File: config.mk
export PLATFORM = sky130hd
export DESIGN_NAME = rgb_palette_pixel_codec
export DESIGN_NICKNAME = d
export VERILOG_FILES = /design/src/hdl/rpc_pkg.sv /design/src/hdl/rgb_palette_pixel_codec.sv /design/src/hdl/rpc_quant.sv
export SDC_FILE = /design/constraint.sdc
export NUM_CORES = 1
export LEC_CHECK = 0
export BUFFER_PORTS_ARGS = -buffer_cell sky130_fd_sc_hd__buf_2
export CAP_MARGIN = 10
export CELL_PAD_IN_SITES_DETAIL_PLACEMENT = 1
export CELL_PAD_IN_SITES_GLOBAL_PLACEMENT = 2
export CORE_ASPECT_RATIO = 1.4
export CORE_UTILIZATION = 38
export DETAILED_ROUTE_END_ITERATION = 8
export GPL_TIMING_DRIVEN = 0
export PLACE_DENSITY_LB_ADDON = 0.1
export SLEW_MARGIN = 15
export SYNTH_ARGS = -nofsm -noshare
export SYNTH_HDL_FRONTEND = slang
export SYNTH_SLANG_ARGS = --single-unit
File: constraint.sdc
create_clock -name i_clk -period 17.74 [get_ports i_clk]
set_clock_uncertainty 0.1 [all_clocks]
set_input_delay 2.661 -clock i_clk [delete_from_list [all_inputs] [get_ports i_clk]]
set_output_delay 2.661 -clock i_clk [all_outputs]
set_load 0.01 [all_outputs]
File: src/hdl/rpc_pkg.sv
`timescale 1ns / 1ps
`default_nettype none

package rpc_pkg;

    localparam int RB_LEVELS = 8;
    localparam int G_LEVELS  = 4;
    localparam int RB_IDX_W  = $clog2(RB_LEVELS);
    localparam int G_IDX_W   = $clog2(G_LEVELS);

    localparam logic [7:0] ALPHA_OPAQUE = 8'hFF;

    typedef enum logic {
        FUNC_COMPRESS = 1'b0,
        FUNC_EXPAND   = 1'b1
    } t_func;

    typedef logic [7:0] t_rb_table [RB_LEVELS];
    typedef logic [7:0] t_g_table [G_LEVELS];

    localparam t_rb_table RB_TABLE = '{8'h00, 8'h20, 8'h40, 8'h60, 8'hA0, 8'hC0, 8'hE0, 8'hFF};
    localparam t_g_table  G_TABLE  = '{8'h00, 8'h60, 8'hB0, 8'hFF};

    // The level tables are sorted, so the nearest index is the number of
    // midpoints the value lies strictly above. A value exactly on a midpoint
    // stays with the lower index.
    function automatic logic [RB_IDX_W-1:0] rb_index(input logic [7:0] val);
        logic [RB_IDX_W-1:0] idx;
        logic [8:0]          twice;
        logic [8:0]          mid_sum;
        idx   = '0;
        twice = {val, 1'b0};
        for (int i = 0; i < RB_LEVELS - 1; i++) begin
            mid_sum = {1'b0, RB_TABLE[i]} + {1'b0, RB_TABLE[i+1]};
            if (twice > mid_sum) begin
                idx = idx + 1'b1;
            end
        end
        return idx;
    endfunction

    function automatic logic [G_IDX_W-1:0] g_index(input logic [7:0] val);
        logic [G_IDX_W-1:0] idx;
        logic [8:0]         twice;
        logic [8:0]         mid_sum;
        idx   = '0;
        twice = {val, 1'b0};
        for (int i = 0; i < G_LEVELS - 1; i++) begin
            mid_sum = {1'b0, G_TABLE[i]} + {1'b0, G_TABLE[i+1]};
            if (twice > mid_sum) begin
                idx = idx + 1'b1;
            end
        end
        return idx;
    endfunction

endpackage

`default_nettype wire

File: src/hdl/rgb_palette_pixel_codec.sv
// Pixel colour codec: quantizes 8-bit RGB to a packed RRRGGBBB byte against
// fixed non-uniform level tables, or expands a packed byte back to RGB with
// an opaque alpha. The x, y and z coordinates travel with the pixel.
//
// Input channel: i_valid with the pixel fields, o_stall back to the source.
// A request is taken at a rising edge with i_valid high and o_stall low.
// Output channel: o_valid with the result fields, i_stall from the sink.
// A result is delivered at a rising edge with o_valid high and i_stall low.
//
// There is an input register and a result register with a single pass of
// table compares between them, and one pixel is taken every cycle while the
// sink keeps up. When the sink stalls, the result register holds its value
// and the input register fills behind it; o_stall rises only when both are
// full and the result is not being taken. No pixel is dropped or repeated.
//
// Synchronous reset empties both registers. There is no other state.
`timescale 1ns / 1ps
`default_nettype none

module rgb_palette_pixel_codec (
    input  wire logic        i_clk,
    input  wire logic        i_rst_n,
    input  wire logic        i_valid,
    output logic             o_stall,
    input  wire logic        i_func,
    input  wire logic [15:0] i_coord_x,
    input  wire logic [15:0] i_coord_y,
    input  wire logic [15:0] i_coord_z,
    input  wire logic [7:0]  i_red_in,
    input  wire logic [7:0]  i_green_in,
    input  wire logic [7:0]  i_blue_in,
    input  wire logic [7:0]  i_packed_in,
    output logic             o_valid,
    input  wire logic        i_stall,
    output logic      [15:0] o_x_out,
    output logic      [15:0] o_y_out,
    output logic      [15:0] o_z_out,
    output logic      [7:0]  o_packed_out,
    output logic      [7:0]  o_red_out,
    output logic      [7:0]  o_green_out,
    output logic      [7:0]  o_blue_out,
    output logic      [7:0]  o_alpha_out
);
    import rpc_pkg::*;

    logic        r_in_valid;
    logic        r_func;
    logic [15:0] r_coord_x;
    logic [15:0] r_coord_y;
    logic [15:0] r_coord_z;
    logic [7:0]  r_red_in;
    logic [7:0]  r_green_in;
    logic [7:0]  r_blue_in;
    logic [7:0]  r_packed_in;

    logic        r_out_valid;
    logic [15:0] r_x_out;
    logic [15:0] r_y_out;
    logic [15:0] r_z_out;
    logic [7:0]  r_packed_out;
    logic [7:0]  r_red_out;
    logic [7:0]  r_green_out;
    logic [7:0]  r_blue_out;
    logic [7:0]  r_alpha_out;

    logic [7:0] q_packed;
    logic [7:0] q_red;
    logic [7:0] q_green;
    logic [7:0] q_blue;
    logic [7:0] q_alpha;

    logic out_free;
    logic in_free;
    logic in_take;
    logic n_in_valid;
    logic n_out_valid;

    rpc_quant u_quant (
        .i_func   (r_func),
        .i_red    (r_red_in),
        .i_green  (r_green_in),
        .i_blue   (r_blue_in),
        .i_packed (r_packed_in),
        .o_packed (q_packed),
        .o_red    (q_red),
        .o_green  (q_green),
        .o_blue   (q_blue),
        .o_alpha  (q_alpha)
    );

    // Each register advances when the one after it is empty or emptying.
    always_comb begin
        out_free    = !r_out_valid || !i_stall;
        in_free     = !r_in_valid || out_free;
        in_take     = i_valid && in_free;
        n_out_valid = out_free ? r_in_valid : r_out_valid;
        n_in_valid  = in_free ? i_valid : r_in_valid;
    end

    always_ff @(posedge i_clk) begin
        if (!i_rst_n) begin
            r_in_valid  <= 1'b0;
            r_out_valid <= 1'b0;
        end else begin
            r_in_valid  <= n_in_valid;
            r_out_valid <= n_out_valid;
        end
    end

    always_ff @(posedge i_clk) begin
        if (in_take) begin
            r_func      <= i_func;
            r_coord_x   <= i_coord_x;
            r_coord_y   <= i_coord_y;
            r_coord_z   <= i_coord_z;
            r_red_in    <= i_red_in;
            r_green_in  <= i_green_in;
            r_blue_in   <= i_blue_in;
            r_packed_in <= i_packed_in;
        end
    end

    always_ff @(posedge i_clk) begin
        if (out_free && r_in_valid) begin
            r_x_out      <= r_coord_x;
            r_y_out      <= r_coord_y;
            r_z_out      <= r_coord_z;
            r_packed_out <= q_packed;
            r_red_out    <= q_red;
            r_green_out  <= q_green;
            r_blue_out   <= q_blue;
            r_alpha_out  <= q_alpha;
        end
    end

    assign o_stall      = !in_free;
    assign o_valid      = r_out_valid;
    assign o_x_out      = r_x_out;
    assign o_y_out      = r_y_out;
    assign o_z_out      = r_z_out;
    assign o_packed_out = r_packed_out;
    assign o_red_out    = r_red_out;
    assign o_green_out  = r_green_out;
    assign o_blue_out   = r_blue_out;
    assign o_alpha_out  = r_alpha_out;

endmodule

`default_nettype wire

File: src/hdl/rpc_quant.sv
`timescale 1ns / 1ps
`default_nettype none

module rpc_quant (
    input  wire logic       i_func,
    input  wire logic [7:0] i_red,
    input  wire logic [7:0] i_green,
    input  wire logic [7:0] i_blue,
    input  wire logic [7:0] i_packed,
    output logic      [7:0] o_packed,
    output logic      [7:0] o_red,
    output logic      [7:0] o_green,
    output logic      [7:0] o_blue,
    output logic      [7:0] o_alpha
);
    import rpc_pkg::*;

    logic [RB_IDX_W-1:0] red_idx;
    logic [G_IDX_W-1:0]  green_idx;
    logic [RB_IDX_W-1:0] blue_idx;

    always_comb begin
        red_idx   = rb_index(i_red);
        green_idx = g_index(i_green);
        blue_idx  = rb_index(i_blue);

        if (i_func == FUNC_EXPAND) begin
            o_packed = '0;
            o_red    = RB_TABLE[i_packed[7:5]];
            o_green  = G_TABLE[i_packed[4:3]];
            o_blue   = RB_TABLE[i_packed[2:0]];
            o_alpha  = ALPHA_OPAQUE;
        end else begin
            o_packed = {red_idx, green_idx, blue_idx};
            o_red    = '0;
            o_green  = '0;
            o_blue   = '0;
            o_alpha  = '0;
        end
    end

endmodule

`default_nettype wire

==> results_dict.tcl <==
set metrics [dict create \
    post_synth_inst_count 367 \
    worstMarginPinSlew_ns 0.711 \
    crit_top_cell "buf_2" \
    grt_pass1_vias 3732 \
    core_area_mm2 0.0155 \
    hold_buffers 0 \
    status "finished, final reports clean" \
    cts_num_sinks 152 \
    yosys.cell_types.count 54 \
    fp.dieH_um 151 \
    whs_endpoint "o_y_out[12]" \
    antenna_found_initial 0 \
    cap_violations 0 \
    cts_tree "built" \
    grt_use_total_pct 15.6 \
    crit_slowest_cell "and3_1" \
    drive_above_1_share_pct 42.3 \
    synth_nets 468 \
    port_buffers 174 \
    cts-resized-gates 0 \
    finalCritPeriodShare_pct 33.6 \
    synthArstFlopShare_pct 0 \
    diodes 0 \
    critical_path.cell_chain "buf_2 > and3_1 > buf_2" \
    syn_to_final_growth_pct 31.0 \
    die_x_um 108 \
    synth_enable_flop_cells 150 \
    vias_per_cell 4.73 \
    p_leak_nw 3.14 \
    finalCriticalPeriod_ns 5.96 \
    r2r_slack_ns 12.29 \
    dpl.hpwl_um 9210 \
    seq_area_frac_synth_pct 75.7 \
    worstSetupEndpointType "primary output" \
    critPathArrivalTime_ns 3.20 \
    synth_common_cells "edfxtp_1 (150), buf_4 (20), nor2_1 (20)" \
    yosysMostFrequentCell "edfxtp_1" \
    worstHoldStart "r_coord_y[12]" \
    clkLatencyLatePin_ns 0.42 \
    min_path_cells 0 \
    reg2regPathDepth 21 \
    rows 54 \
    worstPathRequired_ns 14.98 \
    htreeDepth 4 \
    place_inst 744 \
    synth_area_leaders "edfxtp_1 (75%), ha_1 (3.3%), buf_4 (2.5%)" \
    die_area_mm2 0.0163 \
    ant_nets 0 \
    maxSlewHeadroom_pct 52.2 \
    gp_congestion 0.791 \
    clkSlewWorstSetupHoldPaths_ns 0.06 \
    worstHoldPathType "flip-flop to flip-flop" \
    postCtsSetupBuffers 0 \
    synth_area_mm2 0.00601 \
    grt_pass1_wl_um 18600 \
    synth-seq-cells 152 \
    critPathMaxFanout 3 \
    vdd_drop_max_mv 0.0584 \
    wl_um 12400 \
    grt_max_degree 32 \
    fin_hold_ws_ns 0.316 \
    synth_top_area_cell "edfxtp_1" \
    wire_per_inst_um 16.0 \
    cts_root_buf "clkbuf_16" \
    fmax_ghz 0.168 \
    rsz0062_at_grt "false" \
    synth_top_area_share_pct 75.0 \
    drv_slew 0 \
    path_class "input port to primary output" \
    vias 3667 \
    cts_buffer_depth 2 \
    finalHoldViolCount 0 \
    synth_area_per_cell_um2 16.4 \
    r2r-start "r_red_in[1]" \
    n_fill_cell 1572 \
    p_per_area_mw_per_mm2 108 \
    setup_viol 0 \
    grt-ovfl-total 0 \
    numCtsBuffers 17 \
    fin_cells 775 \
    rr_endpoint "o_packed_out[7]" \
    synth.yosys.warnings 0 \
    initial_core_util_pct 38.7 \
    cpPeakStageDelay_ns 0.25 \
    drt_iter0_drc 92 \
    dr.pass1.iters 4 \
    pin_count 175 \
    synth-main-ff-cell "edfxtp_1" \
    setup_tns_ns 0 \
    cp-start-kind "input port" \
    nets 668 \
    drc_errors 0 \
    final_util_pct 50.6 \
]
==> placed cells by master (no fill, tap or decap), types with 3 or more instances in the layout <==
cell | netlist | routed
nor2_1 | 20 | 20
a21oi_1 | 16 | 16
buf_2 | 2 | 176
buf_4 | 20 | 20
xor2_1 | 4 | 4
nand3_1 | 3 | 3
a211o_1 | 3 | 3
ha_1 | 16 | 16
clkinvlp_4 | 0 | 4
inv_1 | 13 | 13
nor4_1 | 3 | 3
nand2_1 | 18 | 18
clkbuf_1 | 9 | 9
o21ai_0 | 3 | 3
and3_1 | 5 | 5
and2_1 | 6 | 6
nor3_1 | 6 | 6
xnor2_1 | 13 | 13
nand3b_1 | 4 | 4
edfxtp_1 | 150 | 150
buf_16 | 0 | 4
inv_6 | 0 | 5
nor2b_1 | 4 | 3
a31oi_1 | 3 | 3
clkbuf_16 | 0 | 17
==> stage by stage <==
stage               area (um2)  worst slack [ns]  total power, mW
finish                    7870             11.78            0.849
global route              7870             11.74            0.883
CTS                       7870             11.77            0.862
detailed placement        7300             11.77            0.514
global placement          7120              6.69            0.508
floorplan                 6010              9.35            0.480
==> how the worst max path moves through the flow <==
stage | slack (ns) | start | to | cells past startpoint
after floorplan | 9.35 | i_stall | o_alpha_out[6] | 1
after global placement | 6.69 | i_stall | o_x_out[11] | 2
after detailed placement | 11.77 | i_stall | o_stall | 3
after CTS | 11.77 | i_stall | o_stall | 3
after global routing | 11.74 | i_stall | o_stall | 3
final | 11.78 | i_stall | o_stall | 3
==> power by group <==
group | switching, mW | internal [mW] | total (mW)
clock | 0.149 | 0.196 | 0.345
combinational | 0.0426 | 0.0367 | 0.0793
sequential | 0.00748 | 0.418 | 0.425
==> registers in the layout (all words and copies together) (netlist names), 16 cells and up <==
name       flops
r_coord_x     16
o_x_out       16
o_z_out       16
r_coord_y     16
o_y_out       16
r_coord_z     16
==> layer usage <==
layer,GRT usage (%),part of all wire (%),up-vias
met5,0,0,-
met4,6.35,1.5,0
met3,4.46,4.2,15
met2,28.7,56,95
met1,16.4,39,1782
li1,-,-,1775
==> worst max-delay path: cells and delay by family <==
kind                   cells  cell delay [ns]
buffers and inverters      2             0.29
and+or+nand+nor            1             0.25
==> final cells by class <==
| type | instances | area, um2 | area share, % |
|---|---|---|---|
| plain buffers | 31 | 194 | 2.47 |
| clock buffers | 17 | 425 | 5.41 |
| multi-input cells | 171 | 1240 | 15.7 |
| clock inverters | 14 | 140 | 1.78 |
| well taps | 196 | 245 | 3.12 |
| flip-flops and latches | 152 | 4540 | 57.8 |
| inverters | 13 | 48.8 | 0.620 |
| repair buffers | 181 | 1030 | 13.1 |
==> logic make-up (layout without fill, tap and decap cells) <==
family,Yosys count,in the layout,share of synthesized area [%]
DFF,152,152,75.7
and+or+nand+nor,82,82,7.27
AOI/OAI and AO/OA,53,53,6.73
buffers and inverters,44,256,4.04
adders and majority gates,17,17,3.50
xor gates and xnor gates,17,17,2.48
muxes,2,2,0.333
Power figures use the tool's default switching activity.
